## config.mk

```make
export PLATFORM = sky130hd
export DESIGN_NAME = four_motor_drive_command_brake_queue
export DESIGN_NICKNAME = d
export VERILOG_FILES = /design/src/rtl/fmdc_pkg.sv /design/src/rtl/four_motor_drive_command_brake_queue.sv /design/src/rtl/fmdc_core.sv
export SDC_FILE = /design/constraint.sdc
export NUM_CORES = 1
export LEC_CHECK = 0
export ABC_AREA = 0
export CELL_PAD_IN_SITES_DETAIL_PLACEMENT = 1
export CELL_PAD_IN_SITES_GLOBAL_PLACEMENT = 2
export CORE_MARGIN = 2
export CORE_UTILIZATION = 41
export DETAILED_ROUTE_END_ITERATION = 8
export DONT_BUFFER_PORTS = 1
export GPL_TIMING_DRIVEN = 0
export HOLD_SLACK_MARGIN = 0.15
export PLACE_DENSITY = 0.93
export SLEW_MARGIN = 20
export SYNTH_ARGS = -nofsm -noshare
export SYNTH_HDL_FRONTEND = slang
export SYNTH_SLANG_ARGS = --single-unit
```

## constraint.sdc

```tcl
create_clock -name clk -period 6 [get_ports clk]
set_input_delay 1.2 -clock clk [delete_from_list [all_inputs] [get_ports clk]]
set_output_delay 1.2 -clock clk [all_outputs]
set_load 0.01 [all_outputs]
```

## src/rtl/fmdc_pkg.sv

```systemverilog
// ----------------------------------------------------------------------------
// fmdc_pkg
// Types and constants for the four-motor drive command block.
// ----------------------------------------------------------------------------
package fmdc_pkg;

    localparam int SPEED_W    = 8;
    localparam int TIME_W     = 32;
    localparam int DUR_W      = 16;
    localparam int OP_W       = 4;
    localparam int IDX_W      = 2;
    localparam int NUM_MOTORS = 4;

    localparam logic [DUR_W-1:0] BRAKE_DURATION_RESET = 16'd100;

    localparam logic signed [SPEED_W-1:0] SPEED_MAX = 8'sd127;
    localparam logic signed [SPEED_W-1:0] SPEED_MIN = -8'sd127;
    localparam logic signed [SPEED_W-1:0] SPEED_RAW_MIN = -8'sd128;

    localparam logic [OP_W-1:0] OP_SET     = 4'd0;
    localparam logic [OP_W-1:0] OP_LEFT    = 4'd1;
    localparam logic [OP_W-1:0] OP_RIGHT   = 4'd2;
    localparam logic [OP_W-1:0] OP_BACK    = 4'd3;
    localparam logic [OP_W-1:0] OP_FORWARD = 4'd4;
    localparam logic [OP_W-1:0] OP_CW      = 4'd5;
    localparam logic [OP_W-1:0] OP_CCW     = 4'd6;
    localparam logic [OP_W-1:0] OP_STOP    = 4'd7;
    localparam logic [OP_W-1:0] OP_BRAKE   = 4'd8;
    localparam logic [OP_W-1:0] OP_APPLY   = 4'd9;

    localparam logic [IDX_W-1:0] IDX_LEFT  = 2'd0;
    localparam logic [IDX_W-1:0] IDX_RIGHT = 2'd1;
    localparam logic [IDX_W-1:0] IDX_FRONT = 2'd2;
    localparam logic [IDX_W-1:0] IDX_BACK  = 2'd3;

    typedef logic signed [SPEED_W-1:0] speed_t;

    typedef struct packed {
        logic [OP_W-1:0]   op;
        logic [IDX_W-1:0]  motor_index;
        speed_t            speed_value;
        logic [TIME_W-1:0] now_ms;
    } cmd_t;

    typedef struct packed {
        logic [7:0] duty_left;
        logic [7:0] duty_right;
        logic [7:0] duty_front;
        logic [7:0] duty_back;
        logic       fwd_left;
        logic       fwd_right;
        logic       fwd_front;
        logic       fwd_back;
        logic       brake_active;
    } rsp_t;

endpackage

```

## src/rtl/four_motor_drive_command_brake_queue.sv

```systemverilog
// ----------------------------------------------------------------------------
// four_motor_drive_command_brake_queue
// Four-motor speed command block with hard brake and queued moves.
// ----------------------------------------------------------------------------
// Commands are taken one per cycle while the channel is not stalled. Each
// accepted command lands in an input register and executes against the speed
// state when it leaves that register. The edge that executes an apply command
// also puts one duty/direction result in the output register, which offers it.
// Other commands produce no result. The command channel stalls only while an
// apply waits behind a result that the output side has not yet taken.
// brake_duration_ms may be written only while no command is in flight.
// ----------------------------------------------------------------------------
module four_motor_drive_command_brake_queue (
    input  logic                        clk,
    input  logic                        rst_n,
    input  logic                        cmd_valid,
    output logic                        cmd_stall,
    input  fmdc_pkg::cmd_t              cmd,
    output logic                        rsp_valid,
    input  logic                        rsp_stall,
    output fmdc_pkg::rsp_t              rsp,
    input  logic                        cfg_we,
    input  logic [fmdc_pkg::DUR_W-1:0]  cfg_wdata
);

    logic                         stage_valid_reg;
    fmdc_pkg::cmd_t               stage_reg;
    logic                         rsp_valid_reg;
    fmdc_pkg::rsp_t               rsp_reg;
    logic [fmdc_pkg::DUR_W-1:0]   duration_reg;
    fmdc_pkg::rsp_t               core_result;
    logic                         core_apply;
    logic                         out_free;
    logic                         stage_fire;
    logic                         cmd_take;

    assign out_free   = !rsp_valid_reg || !rsp_stall;
    assign stage_fire = stage_valid_reg && (!core_apply || out_free);
    assign cmd_stall  = stage_valid_reg && !stage_fire;
    assign cmd_take   = cmd_valid && !cmd_stall;

    assign rsp_valid  = rsp_valid_reg;
    assign rsp        = rsp_reg;

    fmdc_core u_core (
        .clk               (clk),
        .rst_n             (rst_n),
        .fire              (stage_fire),
        .item              (stage_reg),
        .brake_duration_ms (duration_reg),
        .result            (core_result),
        .is_apply          (core_apply)
    );

    always_ff @(posedge clk or negedge rst_n)
    begin
        if (!rst_n)
        begin
            stage_valid_reg <= 1'b0;
            rsp_valid_reg   <= 1'b0;
            duration_reg    <= fmdc_pkg::BRAKE_DURATION_RESET;
        end
        else
        begin
            if (cfg_we)
                duration_reg <= cfg_wdata;
            if (cmd_take || stage_fire)
                stage_valid_reg <= cmd_take;
            if (stage_fire && core_apply)
                rsp_valid_reg <= 1'b1;
            else if (!rsp_stall)
                rsp_valid_reg <= 1'b0;
        end
    end

    always_ff @(posedge clk)
    begin
        if (cmd_take)
            stage_reg <= cmd;
        if (stage_fire && core_apply)
            rsp_reg <= core_result;
    end

    a_stall_needs_stage: assert property (@(posedge clk) disable iff (!rst_n)
        cmd_stall |-> (stage_valid_reg && core_apply && rsp_valid_reg))
        else $error("stall without a blocked apply");

    a_apply_yields_result: assert property (@(posedge clk) disable iff (!rst_n)
        (stage_fire && core_apply) |=> rsp_valid_reg)
        else $error("apply lost its result");

    a_no_result_from_other: assert property (@(posedge clk) disable iff (!rst_n)
        (!(stage_fire && core_apply) && rsp_valid_reg && !rsp_stall) |=> !rsp_valid_reg)
        else $error("result invented");

endmodule

```

## src/rtl/fmdc_core.sv

```systemverilog
// ----------------------------------------------------------------------------
// fmdc_core
// Speed, pending and brake state; executes one command per fire.
// ----------------------------------------------------------------------------
module fmdc_core (
    input  logic                             clk,
    input  logic                             rst_n,
    input  logic                             fire,
    input  fmdc_pkg::cmd_t                   item,
    input  logic [fmdc_pkg::DUR_W-1:0]       brake_duration_ms,
    output fmdc_pkg::rsp_t                   result,
    output logic                             is_apply
);

    fmdc_pkg::speed_t speed_reg     [fmdc_pkg::NUM_MOTORS];
    fmdc_pkg::speed_t speed_next    [fmdc_pkg::NUM_MOTORS];
    fmdc_pkg::speed_t pending_reg   [fmdc_pkg::NUM_MOTORS];
    fmdc_pkg::speed_t pending_next  [fmdc_pkg::NUM_MOTORS];
    fmdc_pkg::speed_t mag           [fmdc_pkg::NUM_MOTORS];
    logic [7:0]       duty          [fmdc_pkg::NUM_MOTORS];
    logic             fwd           [fmdc_pkg::NUM_MOTORS];
    logic                            braking_reg, braking_next;
    logic                            pend_flag_reg, pend_flag_next;
    logic [fmdc_pkg::TIME_W-1:0]     start_reg, start_next;
    logic [fmdc_pkg::TIME_W-1:0]     elapsed;
    logic                            brake_done;
    fmdc_pkg::speed_t                v, nv;

    assign v  = (item.speed_value == fmdc_pkg::SPEED_RAW_MIN) ? fmdc_pkg::SPEED_MIN
                                                              : item.speed_value;
    assign nv = -v;

    assign elapsed    = item.now_ms - start_reg;
    assign brake_done = braking_reg &&
                        (elapsed > {{(fmdc_pkg::TIME_W-fmdc_pkg::DUR_W){1'b0}},
                                    brake_duration_ms});
    assign is_apply   = (item.op == fmdc_pkg::OP_APPLY);

    always_comb
    begin
        for (int i = 0; i < fmdc_pkg::NUM_MOTORS; i++)
        begin
            mag[i]  = speed_reg[i][fmdc_pkg::SPEED_W-1] ? -speed_reg[i] : speed_reg[i];
            duty[i] = {mag[i][fmdc_pkg::SPEED_W-2:0], 1'b0};
            fwd[i]  = !speed_reg[i][fmdc_pkg::SPEED_W-1] && (speed_reg[i] != '0);
        end
    end

    assign result.duty_left    = duty[fmdc_pkg::IDX_LEFT];
    assign result.duty_right   = duty[fmdc_pkg::IDX_RIGHT];
    assign result.duty_front   = duty[fmdc_pkg::IDX_FRONT];
    assign result.duty_back    = duty[fmdc_pkg::IDX_BACK];
    assign result.fwd_left     = fwd[fmdc_pkg::IDX_LEFT];
    assign result.fwd_right    = fwd[fmdc_pkg::IDX_RIGHT];
    assign result.fwd_front    = fwd[fmdc_pkg::IDX_FRONT];
    assign result.fwd_back     = fwd[fmdc_pkg::IDX_BACK];
    assign result.brake_active = braking_reg && !brake_done;

    always_comb
    begin
        speed_next     = speed_reg;
        pending_next   = pending_reg;
        braking_next   = braking_reg;
        pend_flag_next = pend_flag_reg;
        start_next     = start_reg;
        case (item.op)
            fmdc_pkg::OP_SET:
            begin
                speed_next[item.motor_index] = v;
            end
            fmdc_pkg::OP_LEFT, fmdc_pkg::OP_RIGHT:
            begin
                if (braking_reg)
                begin
                    pending_next[fmdc_pkg::IDX_FRONT] = (item.op == fmdc_pkg::OP_LEFT) ? nv : v;
                    pending_next[fmdc_pkg::IDX_BACK]  = (item.op == fmdc_pkg::OP_LEFT) ? nv : v;
                    pend_flag_next = 1'b1;
                end
                else
                begin
                    speed_next[fmdc_pkg::IDX_FRONT] = (item.op == fmdc_pkg::OP_LEFT) ? nv : v;
                    speed_next[fmdc_pkg::IDX_BACK]  = (item.op == fmdc_pkg::OP_LEFT) ? nv : v;
                end
            end
            fmdc_pkg::OP_BACK, fmdc_pkg::OP_FORWARD:
            begin
                if (braking_reg)
                begin
                    pending_next[fmdc_pkg::IDX_LEFT]  = (item.op == fmdc_pkg::OP_BACK) ? nv : v;
                    pending_next[fmdc_pkg::IDX_RIGHT] = (item.op == fmdc_pkg::OP_BACK) ? nv : v;
                    pend_flag_next = 1'b1;
                end
                else
                begin
                    speed_next[fmdc_pkg::IDX_LEFT]  = (item.op == fmdc_pkg::OP_BACK) ? nv : v;
                    speed_next[fmdc_pkg::IDX_RIGHT] = (item.op == fmdc_pkg::OP_BACK) ? nv : v;
                end
            end
            fmdc_pkg::OP_CW, fmdc_pkg::OP_CCW:
            begin
                speed_next[fmdc_pkg::IDX_LEFT]  = (item.op == fmdc_pkg::OP_CW) ? v : nv;
                speed_next[fmdc_pkg::IDX_FRONT] = (item.op == fmdc_pkg::OP_CW) ? v : nv;
                speed_next[fmdc_pkg::IDX_RIGHT] = (item.op == fmdc_pkg::OP_CW) ? nv : v;
                speed_next[fmdc_pkg::IDX_BACK]  = (item.op == fmdc_pkg::OP_CW) ? nv : v;
            end
            fmdc_pkg::OP_STOP:
            begin
                for (int i = 0; i < fmdc_pkg::NUM_MOTORS; i++)
                    speed_next[i] = '0;
            end
            fmdc_pkg::OP_BRAKE:
            begin
                for (int i = 0; i < fmdc_pkg::NUM_MOTORS; i++)
                    speed_next[i] = -speed_reg[i];
                start_next   = item.now_ms;
                braking_next = 1'b1;
            end
            fmdc_pkg::OP_APPLY:
            begin
                if (brake_done)
                begin
                    braking_next   = 1'b0;
                    pend_flag_next = 1'b0;
                    for (int i = 0; i < fmdc_pkg::NUM_MOTORS; i++)
                        speed_next[i] = pend_flag_reg ? pending_reg[i] : '0;
                end
            end
            default:
            begin
            end
        endcase
    end

    always_ff @(posedge clk or negedge rst_n)
    begin
        if (!rst_n)
        begin
            for (int i = 0; i < fmdc_pkg::NUM_MOTORS; i++)
            begin
                speed_reg[i]   <= '0;
                pending_reg[i] <= '0;
            end
            braking_reg   <= 1'b0;
            pend_flag_reg <= 1'b0;
            start_reg     <= '0;
        end
        else if (fire)
        begin
            speed_reg     <= speed_next;
            pending_reg   <= pending_next;
            braking_reg   <= braking_next;
            pend_flag_reg <= pend_flag_next;
            start_reg     <= start_next;
        end
    end

    a_brake_ends_on_apply: assert property (@(posedge clk) disable iff (!rst_n)
        (fire && (braking_reg == 1'b0) && (item.op != fmdc_pkg::OP_BRAKE)) |=> !braking_reg)
        else $error("braking set without brake command");

    a_fell_only_on_apply: assert property (@(posedge clk) disable iff (!rst_n)
        (fire && braking_reg && !is_apply) |=> braking_reg)
        else $error("brake ended outside apply");

    a_pending_clear_when_idle: assert property (@(posedge clk) disable iff (!rst_n)
        (fire && is_apply && brake_done) |=> !pend_flag_reg)
        else $error("pending set not consumed at brake end");

endmodule

```

---- Yosys cells after proc, flatten, opt, wreduce, memory -nomap -nowiden ----
Cells that the tools add are included.
operators by class
  reductions and logical operators ........ 44
  $mul .................................... 0
  bitwise gates (word level) .............. 1
  equality and inequality tests ........... 15
  $lt $le $gt $ge ......................... 3
  $add $sub $neg .......................... 6
  shift operators ......................... 0
  divide/modulo/power cells ............... 0
  muxes and demuxes ....................... 25
operators by type and width
  kind                                                                   number
  16-bit case mux with 6 select lines                                    2
  8-bit two-way mux                                                      8
  8-bit negation                                                         5
  32-bit bitwise mux                                                     1
  32-bit by 16-bit greater-than comparator with 1-bit output             1
  16-bit two-way mux                                                     2
  32-bit two-way mux                                                     1
  8-bit nonzero test                                                     4
  32-bit subtractor                                                      1
  7-bit two-way mux                                                      4
  8-bit demux with 2-bit select                                          1
  4-bit by 3-bit equality test with 1-bit output, second input constant  4
  4-bit AND reduction                                                    3
  6-bit nonzero test                                                     2
  1-bit logical AND                                                      11
  1-bit zero test                                                        10
  3-bit AND reduction                                                    3
  4-bit by 2-bit equality test with 1-bit output, second input constant  2
  4-bit equality test, second input constant                             2
  8-bit equality test, second input constant                             1
  2-bit by 1-bit != test with 1-bit output, second input constant        3
  2-bit OR reduction                                                     3
  4-bit by 1-bit equality test with 1-bit output, second input constant  1
  4-bit zero test                                                        1
  other kinds (10)                                                       18
word-level totals
  memory bits (writable) .................. 0
  memories kept ........................... 0
  output and inout bits ................... 39
  bits in read-only memories .............. 0
  bits in registers ....................... 179
  bits in latches ......................... 0

---- Logic depth before layout (Yosys ltp) ----
Gate-level depths: netlist of run 1.
  depth in word-level cells ............... 9
  depth in mapped cells ................... 21

---- Cells and area by module ----
A second synthesis of run 1 with hierarchy kept.
unflattened totals
  cell total of the unflattened synthesis .. 1,090
  area total of the unflattened synthesis .. 11,020.6 sq um
modules (own cells, without submodules)
  module                                cells each  sequential area each (sq um)  instances  area an instance (sq um)
  fmdc_core                             961         2,052.0                       1          7,776.2
  four_motor_drive_command_brake_queue  129         2,946.6                       1          3,244.4

---- Least setup slack after synthesis of run 1 ----
Ideal clock, no wire load.
  kind .................................... register -> register
  from .................................... register stage_reg[6] (netlist name)
  to ...................................... register (tool-made name)
  clock period less this slack ............ 4,543 ps
  path slack .............................. 1,457 ps
  data required time ...................... 5,875 ps
  cell stages (with the launch flop) ...... 21
  setup time .............................. 125 ps
  arrival time ............................ 4,418 ps
  buffers on the path ..................... 1
  cell sequence ........................... edfxtp_1 ha_1 a21o_1 a211oi_1 a21o_2 nand2_1 a21o_1 a21oi_1 xnor2_1 ha_1 a41o_1 a21oi_1 o221ai_1 a22o_1 nor4_1 o211ai_1 nor4_4 nand3_4 buf_6 o21ai_4 mux2_4
RTL lines
  item                    RTL line                                    text
  start, declared         four_motor_drive_command_brake_queue.sv:27  fmdc_pkg::cmd_t stage_reg;
  start signal, assigned  four_motor_drive_command_brake_queue.sv:79  stage_reg <= cmd;

==> results of run 1 <==
==> metal layers <==
layer	part of all wire	vias to the layer above	track usage	wire length, um
met5	0.0014	-	0	44
met4	0.018	6	0.0583	551
met3	0.047	44	0.0482	1470
met2	0.47	208	0.376	14800
met1	0.46	4465	0.296	14500
li1	-	4253	-	-
==> power groups by stage <==
| stage | Clock [mW] | Combinational (mW) | Sequential [mW] |
|---|---|---|---|
| after floorplan | 0 | 1.23 | 1.62 |
| after global placement | 0 | 1.54 | 1.65 |
| after detailed placement | 0 | 1.60 | 1.66 |
| after CTS | 1.19 | 1.62 | 1.63 |
| after global routing | 1.24 | 1.81 | 1.66 |
| final | 1.17 | 1.63 | 1.63 |
==> kinds of logic after synthesis <==
kind of cell | after synthesis | synth area share
adders and majority gates | 53 | 0.0600
AOI/OAI and AO/OA | 294 | 0.172
buffers and inverters | 141 | 0.0518
other | 1 | 0.000336
muxes | 62 | 0.0618
and+or+nand+nor | 381 | 0.161
DFF | 179 | 0.437
xor gates and xnor gates | 72 | 0.0565
==> how the worst max path moves through the flow <==
| stage | from | to | slack [ns] | depth (start not counted) |
|---|---|---|---|---|
| 6_report | stage_reg[6] | flip-flop | 0.46 | 18 |
| 2_1_floorplan | stage_reg[6] | flip-flop | 1.46 | 20 |
| 5_1_grt | stage_reg[6] | flip-flop | 0.15 | 18 |
| 4_1_cts | stage_reg[6] | flip-flop | 0.52 | 20 |
| 3_5_place_dp | stage_reg[6] | flip-flop | 0.55 | 20 |
| 3_3_place_gp | stage_reg[6] | flip-flop | 0.65 | 20 |
==> cell type report <==
cell class | count | share of cell area
antenna | 2 | 0.000407
buffer | 58 | 0.0217
clock buffer | 17 | 0.0346
clock inverter | 15 | 0.0155
inverter | 83 | 0.0253
multi-input combinational | 866 | 0.467
sequential | 179 | 0.397
tap | 341 | 0.0347
timing repair buffer | 2 | 0.00448
==> cell usage in the layout (no fill, tap or decap), types with 14 or more instances in the layout <==
cell type / count
ha_1: 52
nand2b_1: 19
nor3_1: 23
or3_1: 17
mux2_2: 34
xnor2_1: 58
nand3_1: 16
mux2i_1: 18
edfxtp_1: 79
a22oi_1: 20
xor2_1: 14
nand2_1: 127
nand4_1: 16
nor2_1: 118
inv_1: 83
dfrtp_1: 97
clkbuf_16: 17
clkbuf_1: 37
a21oi_1: 69
o21ai_0: 81
==> run_results.csv, run 1 <==
group,metric,value,unit
synth,yosysTopAreaCell,"dfrtp_1",
drt,drc,0,
critical_path,path_max_fanout,10,
synth,ys_seq_elements,179,
drt,vias,8976,
drt,routed_via_density,5.74,
drt,wl,31400,um
cells_and_area,multi_input_area,5740,sq um
synth,synth_area,11200,sq um
clocking,cts_made_buffers,17,
place,gp_congestion,0.917,
clocking,clockRootBuffer,"clkbuf_16",
cells_and_area,fillCellCount,3079,
pwr,combinationalPowerShare,0.367,
floorplan,die_h,169,um
clocking,cts_hold_buf,0,
critical_path,cp-start-kind,"flip-flop",
timing,maxSlewViolCount,0,
hold_path,min_path_type,"primary input to asynchronous set/reset pin",
pwr,powerDensity,361,nW/um^2
synth,synthTopCellsByCount,"127 x nand2_1, 118 x nor2_1, 97 x dfrtp_1",
place,hpwl,23900,um
global_routing,grt_usage,0.225,
critical_path,cp-end-kind,"flip-flop",
timing,worstMarginPinSlew,1.20,ns
critical_path,reg2reg_slack,0.46,ns
synth,synthArstFlopShare,0.559,
timing,post-route-period-util,0.923,
critical_path,crit_required,6.33,ns
synth,ys_dominant_reg_cell,"dfrtp_1",
synth,synth_top_cell_area_share,0.217,
place,post-place-ws,0.553,ns
clocking,clk_latency,0.44,ns
pwr,total_power,4.44,mW
floorplan,die_area,28600,sq um
global_routing,grt_pass1_wl,50200,um
timing,fin_setup_tns,0,ns
synth,synthTopCellsByArea,"dfrtp_1 22%, edfxtp_1 21%, ha_1 5.8%",
timing,hold_viol_final,0,
synth,netlist_instances,1183,
timing,fmax,181,MHz
status,status,"finished, final reports clean",
global_routing,grt_overflow_total,0,
critical_path,cp_num_buf_inv,1,
cells_and_area,area_growth,10.1,%
clocking,clk_pin_slew,0.08,ns
critical_path,reg2reg_depth,18,
pwr,p_leak,4.99,nW
synth,syn_area_per_cell,9.44,sq um
global_routing,grt_pass1_vias,9268,
floorplan,start_util,0.416,
pwr,swShare,0.379,
clocking,clk_path_buf_depth,2,
synth,synth-edff-count,79,
global_routing,grt_max_degree,101,
critical_path,cp.arrival,5.86,ns
global_routing,antenna_found_initial,6,
pwr,p_sw,1.68,mW
clocking,cts_tree,"yes",
critical_path,cpMaxStageDelayCell,"a211oi_1",
cells_and_area,utilization,0.457,
floorplan,io_pins,106,
clocking,cts_resized,0,
synth,seq_area_frac_synth,0.437,
pwr,peakVddDrop,0.141,mV
timing,finClkSkew,0.0161,ns
place,dp_cells,1529,
timing,finalCriticalPeriod,5.54,ns
critical_path,path_delay_family,"compound AO/OA/AOI/OAI gates",
pwr,pwr-share-seq,0.368,
cells_and_area,fin_cells,1563,
floorplan,chipWidth,169,um
clocking,post_cts_buffers,0,
pwr,pwr-share-clk,0.265,
drt,drt_pass1_iterations,5,
timing,holdWs,0.448,ns
pwr,internal_power,2.75,mW
clocking,clock-sinks,179,
critical_path,timing.rr.start,"stage_reg[6]",
cells_and_area,final_nets,1327,
synth,ys_types,83,
timing,relSlewSlack,0.180,
critical_path,crit_type,"flip-flop to flip-flop",
timing,setup_viol,0,
drt,first_iter_violations,559,
place,placed_cell_area,11700,sq um
critical_path,path_cells,"ha_1 > a21o_1 > a211oi_1 > a21oi_1 > a211oi_1 > xnor2_1 > ha_1 > a21o_1 > a21oi_1 > o221ai_1 > a22o_1 > nor4_1 > o211ai_1 > nor4_4 > nand3_4 > buf_6 > o21ai_4 > mux2_4",
cells_and_area,regArea,4880,sq um
place,io_buffers,0,
cells_and_area,final_area,12300,sq um
critical_path,slowest_delay,0.52,ns
synth,synth.most_common_cell,"nand2_1",
timing,layout_setup_ws,0.463,ns
clocking,h-tree-depth,4,
timing,rsz0062_at_grt,"false",
synth,synth_warnings,0,
run,drv_cap,0,
drt,post_drt_wl_per_cell,20.1,um
drt,ant_nets,0,
cells_and_area,final_layout_size_suffix_gt1_frac,0.0992,
floorplan,core-area,26900,sq um
floorplan,rows,60,
No activity file was read; power rests on OpenSTA's default activity.
==> run 2, diff against run 1 <==
==> constraint.sdc (replaced) <==
create_clock -name clk -period 6 [get_ports clk]
set_input_delay 0.9 -clock clk [delete_from_list [all_inputs] [get_ports clk]]
set_output_delay 0.9 -clock clk [all_outputs]
set_load 0.01 [all_outputs]
==> run 2 against run 1 <==
  * Register-to-register slack hardly changed
  * Combinational power hardly changed
  * Core utilization is 0.36 points higher
  * Non-clock buffer count is 7 higher
  * Total power is 0.54% higher
  * Critical path type unchanged
  * Critical path depth stayed put
==> run_results.csv, run 2 (synthesized netlist as in run 1, its figures left out) <==
group,metric,value,unit
timing,maxSlewViolCount,0,
critical_path,cp-start-kind,"flip-flop",
global_routing,grt_max_degree,49,
cells_and_area,final_nets,1334,
run,drv_cap,0,
critical_path,cp.arrival,5.86,ns
timing,setup_viol,0,
clocking,clock-sinks,179,
timing,rsz0062_at_grt,"false",
pwr,combinationalPowerShare,0.370,
clocking,cts_tree,"yes",
cells_and_area,utilization,0.461,
clocking,cts_made_buffers,17,
drt,routed_via_density,5.77,
floorplan,start_util,0.416,
timing,hold_viol_final,0,
status,status,"finished, final reports clean",
timing,finClkSkew,0.0145,ns
critical_path,reg2reg_slack,0.47,ns
global_routing,antenna_found_initial,6,
critical_path,crit_required,6.33,ns
cells_and_area,final_layout_size_suffix_gt1_frac,0.100,
floorplan,io_pins,106,
pwr,pwr-share-seq,0.367,
cells_and_area,fillCellCount,3075,
pwr,powerDensity,360,nW/um^2
pwr,total_power,4.46,mW
place,io_buffers,0,
clocking,clockRootBuffer,"clkbuf_16",
timing,worstMarginPinSlew,1.14,ns
cells_and_area,final_cell_mix,"127 x nand2_1, 118 x nor2_1, 97 x dfrtp_1",
pwr,p_sw,1.70,mW
timing,layout_setup_ws,0.472,ns
critical_path,path_max_fanout,10,
pwr,pwr-share-clk,0.263,
global_routing,grt_overflow_total,0,
timing,fmax,181,MHz
global_routing,grt_pass1_wl,50900,um
timing,post-route-period-util,0.921,
pwr,p_leak,5.03,nW
timing,finalCriticalPeriod,5.53,ns
global_routing,grt_usage,0.229,
place,gp_congestion,0.917,
drt,drc,0,
drt,drt_pass1_iterations,5,
drt,ant_nets,0,
critical_path,crit_type,"flip-flop to flip-flop",
drt,post_drt_wl_per_cell,20.7,um
pwr,internal_power,2.76,mW
clocking,clk_pin_slew,0.08,ns
timing,fin_setup_tns,0,ns
floorplan,die_area,28600,sq um
global_routing,grt_pass1_vias,9381,
clocking,clk_latency,0.44,ns
floorplan,chipWidth,169,um
floorplan,core-area,26900,sq um
floorplan,die_h,169,um
drt,first_iter_violations,671,
clocking,h-tree-depth,4,
clocking,clk_path_buf_depth,2,
cells_and_area,layout_commonest_cell,"nand2_1",
timing,relSlewSlack,0.222,
floorplan,rows,60,
critical_path,cp-end-kind,"flip-flop",
drt,vias,9065,
pwr,peakVddDrop,0.141,mV
place,hpwl,23900,um
pwr,swShare,0.381,
hold_path,min_path_type,"primary input to asynchronous set/reset pin",
place,post-place-ws,0.553,ns
cells_and_area,area_growth,11.0,%
drt,wl,32500,um
[run 2: cell types whose count changed in the layout (fill, tap and decap cells not counted)]
cell,change
dlygate4sd3_1,+5
buf_12,+1
buf_16,+1
[run 2: final cells by class]
| class | count | area [sq um] | area share |
|---|---|---|---|
| Antenna cell | 2 | 5.00 | 0.000404 |
| Buffer | 58 | 267 | 0.0215 |
| Clock buffer | 17 | 425 | 0.0343 |
| Clock inverter | 15 | 190 | 0.0153 |
| Inverter | 83 | 312 | 0.0251 |
| Multi-Input combinational cell | 866 | 5740 | 0.463 |
| Sequential cell | 179 | 4880 | 0.394 |
| Tap cell | 341 | 427 | 0.0344 |
| Timing Repair Buffer | 9 | 153 | 0.0123 |
[run 2: repair_timing]
item / CTS / global route
setup buffers: 0 / 0
hold buffers: 2 / 5
resized for setup: 0 / 0
hold endpoints to repair: 48 / 10
[run 2: power groups by stage]
stage               Sequential, mW  Clock, mW  Combinational (mW)
finish                        1.63       1.17                1.65
global route                  1.66       1.24                1.84
CTS                           1.63       1.19                1.64
detailed placement            1.66          0                1.60
global placement              1.65          0                1.54
floorplan                     1.62          0                1.23
[run 2: path summary, 6_finish.rpt]
check	end	startpoint	depth (start not counted)
min	u_core.start_reg[3]	rst_n	0
max reg2reg	flip-flop	stage_reg[6]	18
max in group asynchronous	u_core.start_reg[1]	rst_n	1
min in group clk	u_core.start_reg[0]	u_core.start_reg[0]	2
min reg2reg	u_core.start_reg[0]	u_core.start_reg[0]	2
max	flip-flop	stage_reg[6]	18
[run 2: critical path, stage by stage (launching register included)]
cell	delay, ns
edfxtp_1	0.42
ha_1	0.42
a21o_1	0.21
a211oi_1	0.27
a21oi_1	0.21
a211oi_1	0.50
xnor2_1	0.23
ha_1	0.30
a21o_1	0.17
a21oi_1	0.16
o221ai_1	0.22
a22o_1	0.23
nor4_1	0.33
o211ai_1	0.20
nor4_4	0.40
nand3_4	0.17
buf_6	0.20
o21ai_4	0.41
mux2_4	0.34
[run 2: per-stage QoR]
stage,std cells,area [sq um],hold WS (ns)
floorplan,1186,11200,0.441
global placement,1527,11600,0.464
detailed placement,1529,11700,0.476
CTS,1563,12300,0.151
global route,1569,12400,0.150
finish,1570,12400,0.158
[run 2: routing by layer]
layer,part of all wire,global-route usage,vias to the layer above
li1,-,-,4264
met1,0.46,0.303,4520
met2,0.47,0.384,219
met3,0.050,0.0465,56
met4,0.021,0.0628,6
met5,0.0014,0,-
==> run 3, diff against run 2 <==
--- a/config.mk
+++ b/config.mk
@@ -8,7 +8,6 @@
 export ABC_AREA = 0
 export CELL_PAD_IN_SITES_DETAIL_PLACEMENT = 1
 export CELL_PAD_IN_SITES_GLOBAL_PLACEMENT = 2
-export CORE_MARGIN = 2
 export CORE_UTILIZATION = 41
 export DETAILED_ROUTE_END_ITERATION = 8
 export DONT_BUFFER_PORTS = 1
==> constraint.sdc (replaced) <==
create_clock -name clk -period 6 [get_ports clk]
set_input_delay 0.6 -clock clk [delete_from_list [all_inputs] [get_ports clk]]
set_output_delay 0.6 -clock clk [all_outputs]
set_load 0.01 [all_outputs]
==> run 3 against run 2 <==
  * The run now ends with design-rule violations left
  * Sequential share of layout area up 0.25 points
  * Cell area down 0.63%
  * Via count up 0.19%
  * Highest routed layer unchanged
  * Global-route usage up 0.26 points
  * Critical path depth up 2
  * Total power down 1.8%
  * Routed wire length down 4.0%
  * Sequential power about the same
  * Clock-buffer cell count unchanged
==> run_results.csv, run 3 (synthesized netlist as in run 1, its figures left out) <==
group,metric,value,unit
place,hpwl,23700,um
timing,relSlewSlack,0.353,
pwr,peakVddDrop,0.155,mV
timing,worstMarginPinSlew,0.964,ns
drt,drt_pass1_iterations,7,
timing,holdWs,0.246,ns
cells_and_area,final_nets,1329,
run,drv_cap,0,
floorplan,die_area,27900,sq um
drt,drt-met1-wl,14500,um
drt,drc,2,
critical_path,timing.rr.start,"stage_reg[6]",
critical_path,cp-start-kind,"flip-flop",
global_routing,grt_max_degree,101,
cells_and_area,layout_commonest_cell,"nand2_1",
place,placed_cell_area,11700,sq um
cells_and_area,final_layout_size_suffix_gt1_frac,0.0998,
pwr,swShare,0.382,
timing,setup_viol,0,
global_routing,grt_overflow_total,0,
critical_path,cp.arrival,5.82,ns
pwr,internal_power,2.71,mW
timing,fin_setup_tns,0,ns
clocking,clk_latency,0.45,ns
drt,top_layer_used,"met5",
drt,wl,31200,um
hold_path,min_path_type,"primary input to flip-flop",
critical_path,reg2reg_slack,0.51,ns
global_routing,antenna_found_initial,7,
floorplan,io_pins,106,
critical_path,slowest_delay,0.44,ns
critical_path,cp-end-kind,"flip-flop",
global_routing,grt_usage,0.232,
drt,post_drt_wl_per_cell,19.9,um
critical_path,cpMaxStageDelayCell,"edfxtp_1",
clocking,h-tree-depth,4,
critical_path,path_max_fanout,10,
status,status,"finished with violations",
critical_path,crit_type,"flip-flop to flip-flop",
place,gp_congestion,0.871,
timing,layout_setup_ws,0.512,ns
pwr,combinationalPowerShare,0.371,
floorplan,start_util,0.417,
cells_and_area,regArea,4880,sq um
clocking,clockRootBuffer,"clkbuf_16",
clocking,cts_made_buffers,17,
hold_path,hold_path_end,"stage_reg[5]",
pwr,powerDensity,356,nW/um^2
drt,first_iter_violations,527,
place,post-place-ws,0.581,ns
pwr,p_leak,5.00,nW
floorplan,core-area,26800,sq um
timing,maxSlewViolCount,0,
cells_and_area,fillCellCount,3034,
critical_path,reg2reg_depth,20,
cells_and_area,final_cell_mix,"127 x nand2_1, 118 x nor2_1, 97 x dfrtp_1",
drt,vias,9082,
clocking,clk_path_buf_depth,2,
status,failed_checks,"design-rule violations",
cells_and_area,final_area,12300,sq um
global_routing,grt_pass1_wl,50500,um
pwr,p_sw,1.67,mW
drt,dr_wl_met3,1330,um
timing,finClkSkew,0.0178,ns
floorplan,die_h,167,um
timing,hold_viol_final,0,
timing,rsz0062_at_grt,"false",
cells_and_area,multi_input_area,5740,sq um
drt,ant_nets,0,
drt,wl_met2,14800,um
pwr,pwr-share-seq,0.373,
timing,post-route-period-util,0.915,
cells_and_area,area_growth,10.3,%
drt,routed_via_density,5.79,
critical_path,path_delay_family,"compound AO/OA/AOI/OAI gates",
clocking,clk_pin_slew,0.08,ns
critical_path,cp_num_buf_inv,1,
timing,finalCriticalPeriod,5.49,ns
critical_path,path_cells,"ha_1 > a21o_1 > a211oi_1 > a21o_2 > nand2_1 > a21o_1 > a21oi_1 > xnor2_1 > ha_1 > a41o_1 > a21oi_1 > o221ai_1 > a22o_1 > nor4_1 > o211ai_1 > nor4_4 > nand3_4 > buf_6 > o21ai_4 > mux2_4",
critical_path,crit_required,6.33,ns
clocking,post_cts_buffers,0,
place,io_buffers,0,
hold_path,holdPathStages,0,
global_routing,grt_pass1_vias,9166,
timing,fmax,182,MHz
hold_path,hp-start,"cmd[5]",
clocking,clock-sinks,179,
pwr,pwr-share-clk,0.256,
floorplan,chipWidth,167,um
clocking,cts_tree,"yes",
floorplan,rows,60,
run 3: cell type report:
class	count	area share
multi-input combinational	866	0.466
antenna	5	0.00102
clock buffer	17	0.0345
inverter	83	0.0253
timing repair buffer	4	0.00752
sequential	179	0.396
tap	341	0.0346
clock inverter	15	0.0134
buffer	58	0.0216
run 3: power by group through the flow:
stage | registers, mW | logic [mW] | clock network, mW
2_1_floorplan | 1.62 | 1.23 | 0
3_3_place_gp | 1.65 | 1.53 | 0
3_5_place_dp | 1.66 | 1.59 | 0
4_1_cts | 1.63 | 1.63 | 1.15
5_1_grt | 1.66 | 1.81 | 1.19
6_report | 1.63 | 1.63 | 1.12
run 3: timing repair:
action / 4_1_cts / 5_1_grt
hold buffers: 2 / 0
endpoints found under the hold margin: 100 / 0
resized for setup: 0 / 0
run 3: stage by stage:
| stage | std cells | utilization | power (mW) |
|---|---|---|---|
| floorplan | 1186 | - | 2.84 |
| global placement | 1527 | 0.433 | 3.18 |
| detailed placement | 1529 | 0.436 | 3.25 |
| CTS | 1563 | 0.459 | 4.41 |
| global route | 1565 | 0.459 | 4.66 |
| finish | 1568 | 0.459 | 4.38 |
run 3: worst max-delay path by stage:
stage	endpoint	startpoint	cells after the start	slack [ns]
after floorplan	flip-flop	stage_reg[6]	20	1.46
after global placement	flip-flop	stage_reg[6]	20	0.74
after detailed placement	flip-flop	stage_reg[6]	20	0.58
after CTS	flip-flop	stage_reg[6]	20	0.53
after global routing	flip-flop	stage_reg[6]	20	0.26
final	flip-flop	stage_reg[6]	20	0.51
run 3: per-layer routing:
layer | GRT usage | vias to the layer above
li1 | - | 4272
met1 | 0.317 | 4549
met2 | 0.380 | 212
met3 | 0.0342 | 45
met4 | 0.0672 | 4
met5 | 0 | -
